$ cat src/sla_pkg.sv
package sla_pkg;

  // Function codes carried by an input beat.
  localparam logic [1:0] FUNC_TICK  = 2'd0;
  localparam logic [1:0] FUNC_MODE  = 2'd1;
  localparam logic [1:0] FUNC_COLOR = 2'd2;

  // Status modes.
  localparam logic [3:0] MODE_OFF         = 4'd0;
  localparam logic [3:0] MODE_IDLE        = 4'd1;
  localparam logic [3:0] MODE_READING     = 4'd2;
  localparam logic [3:0] MODE_WIFI        = 4'd3;
  localparam logic [3:0] MODE_BLE         = 4'd4;
  localparam logic [3:0] MODE_RECORDING   = 4'd5;
  localparam logic [3:0] MODE_LOW_BATTERY = 4'd6;
  localparam logic [3:0] MODE_ERROR       = 4'd7;
  localparam logic [3:0] MODE_SUCCESS     = 4'd8;

  // Configuration register indexes.
  localparam int unsigned CFG_IDX_W = 2;
  localparam logic [CFG_IDX_W-1:0] CFG_PULSE_INTERVAL = 2'd0;
  localparam logic [CFG_IDX_W-1:0] CFG_BLINK_INTERVAL = 2'd1;
  localparam logic [CFG_IDX_W-1:0] CFG_PULSE_FLOOR    = 2'd2;
  localparam int unsigned CFG_DATA_W = 16;

  localparam logic [15:0] PULSE_INTERVAL_RST = 16'd30;
  localparam logic [15:0] BLINK_INTERVAL_RST = 16'd500;
  localparam logic [7:0]  PULSE_FLOOR_RST    = 8'd30;

  localparam logic [7:0] PULSE_STEP = 8'd5;
  localparam logic [7:0] LEVEL_MAX  = 8'd255;

  typedef struct packed {
    logic [7:0] r;
    logic [7:0] g;
    logic [7:0] b;
  } rgb_t;

  localparam rgb_t RGB_BLACK = '{r: 8'd0, g: 8'd0, b: 8'd0};

  typedef struct packed {
    logic [15:0] pulse_interval;
    logic [15:0] blink_interval;
    logic [7:0]  pulse_floor;
  } sla_cfg_t;

  typedef struct packed {
    logic [3:0]  mode;
    rgb_t        color;
    logic [31:0] last_ms;
    logic        rising;
    logic [7:0]  level;
  } sla_state_t;

  // Fixed color of each status mode; codes without meaning return black
  // and are never used to load the pixel.
  function automatic rgb_t mode_color(input logic [3:0] m);
    rgb_t c;
    c = RGB_BLACK;
    unique case (m)
      MODE_OFF:         c = RGB_BLACK;
      MODE_IDLE:        c = '{r: 8'd0,   g: 8'd30,  b: 8'd0};
      MODE_READING:     c = '{r: 8'd0,   g: 8'd0,   b: 8'd255};
      MODE_WIFI:        c = '{r: 8'd0,   g: 8'd255, b: 8'd255};
      MODE_BLE:         c = '{r: 8'd128, g: 8'd0,   b: 8'd255};
      MODE_RECORDING:   c = '{r: 8'd255, g: 8'd0,   b: 8'd0};
      MODE_LOW_BATTERY: c = '{r: 8'd255, g: 8'd100, b: 8'd0};
      MODE_ERROR:       c = '{r: 8'd255, g: 8'd0,   b: 8'd0};
      MODE_SUCCESS:     c = '{r: 8'd0,   g: 8'd255, b: 8'd0};
      default:          c = RGB_BLACK;
    endcase
    return c;
  endfunction

  function automatic logic mode_known(input logic [3:0] m);
    return m <= MODE_SUCCESS;
  endfunction

endpackage

$ cat src/status_led_animator.sv
// Output: each accepted input beat loads the output register with its result beat.
// Throughput: one input beat per cycle; the single output register is refilled
// in the same cycle its beat is taken, so only out_stall on a valid beat blocks input.
// Reset: synchronous active-low rst_n clears the output valid, loads the mode,
// pixel and animation state to off/black/rising, and the registers to defaults.
module status_led_animator (
  input  logic                             clk,
  input  logic                             rst_n,
  input  logic                             in_valid,
  output logic                             in_stall,
  input  logic [1:0]                       in_func,
  input  logic [31:0]                      in_now_ms,
  input  logic [3:0]                       in_mode,
  input  logic [7:0]                       in_red_in,
  input  logic [7:0]                       in_green_in,
  input  logic [7:0]                       in_blue_in,
  output logic                             out_valid,
  input  logic                             out_stall,
  output logic [7:0]                       out_red,
  output logic [7:0]                       out_green,
  output logic [7:0]                       out_blue,
  output logic                             out_refresh,
  input  logic                             cfg_valid,
  output logic                             cfg_ready,
  input  logic [sla_pkg::CFG_IDX_W-1:0]    cfg_index,
  input  logic [sla_pkg::CFG_DATA_W-1:0]   cfg_data
);

  sla_pkg::sla_state_t state_r;
  sla_pkg::sla_state_t state_nxt;
  sla_pkg::sla_cfg_t   cfg_r;
  logic                refresh_nxt;
  logic                in_take;
  logic                out_valid_r;
  sla_pkg::rgb_t       out_color_r;
  logic                out_refresh_r;

  assign in_stall  = out_valid_r && out_stall;
  assign in_take   = in_valid && !in_stall;
  assign cfg_ready = 1'b1;

  sla_step u_step (
    .state     (state_r),
    .cfg       (cfg_r),
    .func      (in_func),
    .now_ms    (in_now_ms),
    .mode      (in_mode),
    .red_in    (in_red_in),
    .green_in  (in_green_in),
    .blue_in   (in_blue_in),
    .state_nxt (state_nxt),
    .refresh   (refresh_nxt)
  );

  always_ff @(posedge clk) begin
    if (!rst_n) begin
      cfg_r.pulse_interval <= sla_pkg::PULSE_INTERVAL_RST;
      cfg_r.blink_interval <= sla_pkg::BLINK_INTERVAL_RST;
      cfg_r.pulse_floor    <= sla_pkg::PULSE_FLOOR_RST;
    end else if (cfg_valid && cfg_ready) begin
      unique case (cfg_index)
        sla_pkg::CFG_PULSE_INTERVAL: cfg_r.pulse_interval <= cfg_data;
        sla_pkg::CFG_BLINK_INTERVAL: cfg_r.blink_interval <= cfg_data;
        sla_pkg::CFG_PULSE_FLOOR:    cfg_r.pulse_floor    <= cfg_data[7:0];
        default: begin
          cfg_r <= cfg_r;
        end
      endcase
    end
  end

  always_ff @(posedge clk) begin
    if (!rst_n) begin
      state_r.mode    <= sla_pkg::MODE_OFF;
      state_r.color   <= sla_pkg::RGB_BLACK;
      state_r.last_ms <= 32'd0;
      state_r.rising  <= 1'b1;
      state_r.level   <= 8'd0;
    end else if (in_take) begin
      state_r <= state_nxt;
    end
  end

  always_ff @(posedge clk) begin
    if (!rst_n) begin
      out_valid_r <= 1'b0;
    end else if (in_take) begin
      out_valid_r <= 1'b1;
    end else if (!out_stall) begin
      out_valid_r <= 1'b0;
    end
  end

  always_ff @(posedge clk) begin
    if (in_take) begin
      out_color_r   <= state_nxt.color;
      out_refresh_r <= refresh_nxt;
    end
  end

  assign out_valid   = out_valid_r;
  assign out_red     = out_color_r.r;
  assign out_green   = out_color_r.g;
  assign out_blue    = out_color_r.b;
  assign out_refresh = out_refresh_r;

endmodule

$ cat src/sla_step.sv
module sla_step (
  input  sla_pkg::sla_state_t state,
  input  sla_pkg::sla_cfg_t   cfg,
  input  logic [1:0]          func,
  input  logic [31:0]         now_ms,
  input  logic [3:0]          mode,
  input  logic [7:0]          red_in,
  input  logic [7:0]          green_in,
  input  logic [7:0]          blue_in,
  output sla_pkg::sla_state_t state_nxt,
  output logic                refresh
);

  logic [31:0] elapsed;
  logic        pulse_due;
  logic        blink_due;
  logic [7:0]  level_up;
  logic [7:0]  level_dn;

  assign elapsed   = now_ms - state.last_ms;
  assign pulse_due = elapsed > {16'd0, cfg.pulse_interval};
  assign blink_due = elapsed > {16'd0, cfg.blink_interval};

  // Rise saturates at full scale, fall stops at zero.
  assign level_up = (state.level > (sla_pkg::LEVEL_MAX - sla_pkg::PULSE_STEP)) ?
                    sla_pkg::LEVEL_MAX : state.level + sla_pkg::PULSE_STEP;
  assign level_dn = (state.level < sla_pkg::PULSE_STEP) ?
                    8'd0 : state.level - sla_pkg::PULSE_STEP;

  always_comb begin
    state_nxt = state;
    refresh   = 1'b0;
    unique case (func)
      sla_pkg::FUNC_TICK: begin
        if (state.mode == sla_pkg::MODE_RECORDING && pulse_due) begin
          state_nxt.last_ms = now_ms;
          refresh           = 1'b1;
          if (state.rising) begin
            state_nxt.level = level_up;
            if (level_up == sla_pkg::LEVEL_MAX) begin
              state_nxt.rising = 1'b0;
            end
          end else begin
            state_nxt.level = level_dn;
            if (level_dn <= cfg.pulse_floor) begin
              state_nxt.rising = 1'b1;
            end
          end
          state_nxt.color = '{r: state_nxt.level, g: 8'd0, b: 8'd0};
        end else if (state.mode == sla_pkg::MODE_LOW_BATTERY && blink_due) begin
          state_nxt.last_ms = now_ms;
          refresh           = 1'b1;
          if (state.color.r != 8'd0) begin
            state_nxt.color = sla_pkg::RGB_BLACK;
          end else begin
            state_nxt.color = sla_pkg::mode_color(sla_pkg::MODE_LOW_BATTERY);
          end
        end
      end
      sla_pkg::FUNC_MODE: begin
        state_nxt.mode = mode;
        if (sla_pkg::mode_known(mode)) begin
          state_nxt.color = sla_pkg::mode_color(mode);
        end
        refresh = 1'b1;
      end
      sla_pkg::FUNC_COLOR: begin
        state_nxt.mode  = sla_pkg::MODE_OFF;
        state_nxt.color = '{r: red_in, g: green_in, b: blue_in};
        refresh         = 1'b1;
      end
      default: begin
        // Unused function code: state holds and no refresh is reported.
        refresh = 1'b0;
      end
    endcase
  end

endmodule
$ cat config.mk
export PLATFORM = sky130hd
export DESIGN_NAME = status_led_animator
export DESIGN_NICKNAME = d
export VERILOG_FILES = /design/src/sla_pkg.sv /design/src/status_led_animator.sv /design/src/sla_step.sv
export SDC_FILE = /design/constraint.sdc
export NUM_CORES = 1
export LEC_CHECK = 0
export ABC_AREA = 1
export BUFFER_PORTS_ARGS = -buffer_cell sky130_fd_sc_hd__buf_2
export CAP_MARGIN = 20
export CORE_MARGIN = 4
export CORE_UTILIZATION = 23
export DETAILED_ROUTE_END_ITERATION = 10
export SYNTH_ARGS = -nofsm -noshare
export SYNTH_HDL_FRONTEND = slang
export SYNTH_SLANG_ARGS = --single-unit
$ cat constraint.sdc
create_clock -name clk -period 10.6 [get_ports clk]
set_input_delay 1.59 -clock clk [delete_from_list [all_inputs] [get_ports clk]]
set_output_delay 1.59 -clock clk [all_outputs]
set_load 0.005 [all_outputs]
==> results.yml <==
placed_design:
  place_congestion: 0.9088
  port_buffers: 111
  postPlaceCellArea_sq_um: 10820
  hpwl_mm: 22.16
clocking:
  root_buffer: "clkbuf_16"
  postCtsResizedCells: 0
  cts_max_level: 4
  cts.sinks: 135
  post_cts_buffers: 0
  clk_pin_slew_ns: 0.06
  clockBufferDepth: 2
  hold_buffers: 0
  cts_buffers: 17
  clk_latency_ns: 0.45
  cts_tree: "yes"
yosys:
  yosysWarnings: 0
  avgSynthCellArea_sq_um: 6.390
  synth_seq_cells: 135
  synth.area.top_cells: "dfxtp_1 23%, nand2_1 15%, inv_1 12%"
  yosysTopAreaCell: "dfxtp_1"
  netlist_instances: 1526
  synth_top_area_share_pct: 22.58
  syn_area_sq_um: 9752
  synth_cell_types: 40
  synthesis.nets: 1690
  ys_seq_area_share_pct: 30.28
sta:
  fmax_mhz: 197.1
  finClkSkew_ns: 0.01648
  finalSetupViolCount: 0
  rsz0062_at_grt: "no"
  final_max_slew_viol_count: 0
  timing.final.crit_share_pct: 47.87
  slew_headroom_pct: 32.95
  hold_viol: 0
  fin_setup_tns_ns: 0
  worst_pin_slew_ns: 1.006
  finalCriticalPeriod_ns: 5.074
die:
  dieWidth_microns: 213.9
  io_pins: 113
  die_area_sq_um: 45760
  fp.dieH_microns: 213.9
  rows: 75
  start_util_pct: 23.25
  coreArea_sq_um: 41950
worst_setup_path:
  worstSetupPathType: "in -> reg"
  r2r_setup_slack_ns: 6.43
  cp-end-kind: "flip-flop"
  reg2reg_to: "state_r[8]$_SDFFE_PN1P_"
  r2r_start: "state_r[17]$_SDFFE_PN0P_"
  cp_slowest_cell: "nand4_1"
  crit_arrival_ns: 5.40
  cp_data_required_time_ns: 10.93
  crit_path_start_kind: "input pin"
  cpPeakStageDelay_ns: 0.59
  path_cells: "buf_2, ha_1, nand2_1, nor2_2, nand2_1, inv_1, nand2_2, nand2_2, xor2_1, ha_1, nand2_1, inv_1, nand3_1, nor3_1, nand2_1, o2111ai_1, nand2_1, nand3_4, nand4_1, nor2_1, nand3b_1, a21oi_1, nand2_1"
  worstPathMaxFanout: 18
  cp_common_cell: "nand2_1"
  r2r_cells: 19
global_route:
  grt_pass1_wl_mm: 47.07
  grt_max_degree: 106
  use_met1_pct: 16.54
  antenna_found_initial: 6
  gr-total-overflow: 0
  busiest_layer: "met2"
  grt_use_total_pct: 12.52
  grtUsageMet2_pct: 20.44
  met3_usage_pct: 2.752
  grt_pass1_vias: 9281
drt:
  vias: 9679
  final_antenna_net_count: 0
  drt_iter0_drc: 739
  drt_wl_total_mm: 28.73
  drt-pass1-iter-count: 5
  vias_per_cell: 4.458
  drc: 0
  avgRoutedWirePerCell_microns: 13.23
hold_path:
  min_to: "state_r[9]$_SDFFE_PN0P_"
  whs_path_depth: 2
  hp-start: "state_r[9]$_SDFFE_PN0P_"
  hold_class: "reg -> reg"
power_and_ir_drop:
  leakagePower_uw: 0.005698
  peakVddDrop_mv: 0.1042
  power_density_nw_per_um2: 127.5
run_status:
  outcome: "finished clean"
cells_and_area:
  fill_cells: 4604
  diodes: 0
  final_area_sq_um: 11400
  syn2layout_area_growth_pct: 16.94
  drive_above_1_share_pct: 10.66
  finalNetCount: 1783
job:
  maxCapViolCount: 0
[state kept, by name, summed over array words and instances (netlist names)]
signal,cells
cfg_r,40
out_blue,8
out_green,8
out_red,8
out_refresh,1
out_valid,1
state_r,69
[cells in the final DEF, fill, tap and decap left out, types with 2 or more instances in the layout]
cell / netlist / routed
edfxtp_1: 25 / 25
nand3b_1: 4 / 4
nand3_1: 57 / 57
a211oi_1: 6 / 6
clkbuf_16: 0 / 18
buf_4: 3 / 5
nor2_1: 101 / 100
inv_1: 301 / 301
o211ai_1: 16 / 16
dfxtp_1: 110 / 110
nor3_1: 8 / 8
ha_1: 78 / 78
clkinv_4: 0 / 3
nor2_2: 5 / 5
or2_2: 4 / 4
clkbuf_8: 0 / 2
o21ai_1: 30 / 31
buf_2: 3 / 111
nand4_1: 13 / 13
a21oi_1: 152 / 152
nand3_4: 2 / 2
o21ai_0: 127 / 126
clkinv_2: 0 / 5
a221oi_1: 6 / 6
nor4_1: 3 / 3
clkinv_1: 2 / 2
nand2_2: 8 / 8
nand2_1: 398 / 398
inv_2: 2 / 2
xor2_1: 14 / 14
[stage by stage]
stage / hold slack [ns] / instances / util (%) / setup WS, ns / power (uW)
after floorplan: 0.4282 / 1526 / - / 6.072 / 768.4
after global placement: 0.4400 / 2139 / 25.80 / 5.096 / 856.3
after detailed placement: 0.4497 / 2139 / 25.80 / 5.141 / 861.4
after CTS: 0.4580 / 2171 / 27.19 / 5.590 / 1472
after global routing: 0.4796 / 2171 / 27.19 / 5.048 / 1542
final: 0.4509 / 2171 / 27.19 / 5.526 / 1454
[worst max-delay path, delay by kind of cell]
| kind | cells | cell delay [ns] |
|---|---|---|
| and+or+nand+nor | 15 | 2.46 |
| AOI/OAI and AO/OA | 2 | 0.25 |
| xor gates and xnor gates | 1 | 0.29 |
| adders and majority gates | 2 | 0.57 |
| buffers and inverters | 3 | 0.26 |
[routing by layer]
layer | vias up | part of all wire (%)
li1 | 5056 | -
met1 | 4334 | 48
met2 | 237 | 45
met3 | 46 | 4.9
met4 | 6 | 2.3
met5 | - | 0.14
[cells in the mapped netlist (all sizes together)]
cell / number
nand2: 407
inv: 303
o21ai: 157
a21oi: 152
dfxtp: 110
nor2: 106
ha: 78
nand3: 60
clkbuf: 32
edfxtp: 25
o211ai: 16
xor2: 14
nand4: 13
buf: 10
nor3: 9
a211oi: 6
a221oi: 6
nand3b: 5
nor4: 4
or2: 4
clkinv: 2
conb: 1
fa: 1
o2111ai: 1
o21bai: 1
o22ai: 1
o41ai: 1
xnor2: 1
[worst max path at each step]
| stage | to | slack [ns] | startpoint |
|---|---|---|---|
| final | state_r[8]$_SDFFE_PN1P_ | 5.53 | in_now_ms[13] |
| after floorplan | out_red[0]$_DFFE_PP_ | 6.07 | in_now_ms[0] |
| after global placement | state_r[18]$_SDFFE_PN0P_ | 5.10 | in_now_ms[8] |
| after global routing | state_r[18]$_SDFFE_PN0P_ | 5.05 | in_now_ms[2] |
| after detailed placement | state_r[17]$_SDFFE_PN0P_ | 5.14 | in_now_ms[0] |
| after CTS | state_r[17]$_SDFFE_PN0P_ | 5.59 | in_now_ms[6] |
[cell type report]
type	instances	area (sq um)	share of cell area (%)
flip-flops and latches	135	2953	25.89
clock inverters	11	97.59	0.8558
repair buffers	116	593.1	5.201
inverters	305	1145	10.04
well taps	539	674.4	5.914
multi-input cells	1044	5459	47.87
clock buffers	21	481.7	4.224
[where the power goes]
group          leakage (uW)  internal [uW]  switching, uW
Clock              0.000288            349            254
Sequential          0.00115            552           11.4
Combinational       0.00426            103            185
Total               0.00570           1000            450
[logic make-up (layout without fill, tap and decap cells)]
family / Yosys count / after routing / share of synthesized area (%)
buffers and inverters: 347 / 453 / 13.82
and+or+nand+nor: 608 / 608 / 25.89
DFF: 135 / 135 / 30.28
adders and majority gates: 79 / 79 / 10.21
other: 1 / 1 / 0.03845
xor gates and xnor gates: 15 / 15 / 1.347
AOI/OAI and AO/OA: 341 / 341 / 18.41
Power figures use the tool's default switching activity.
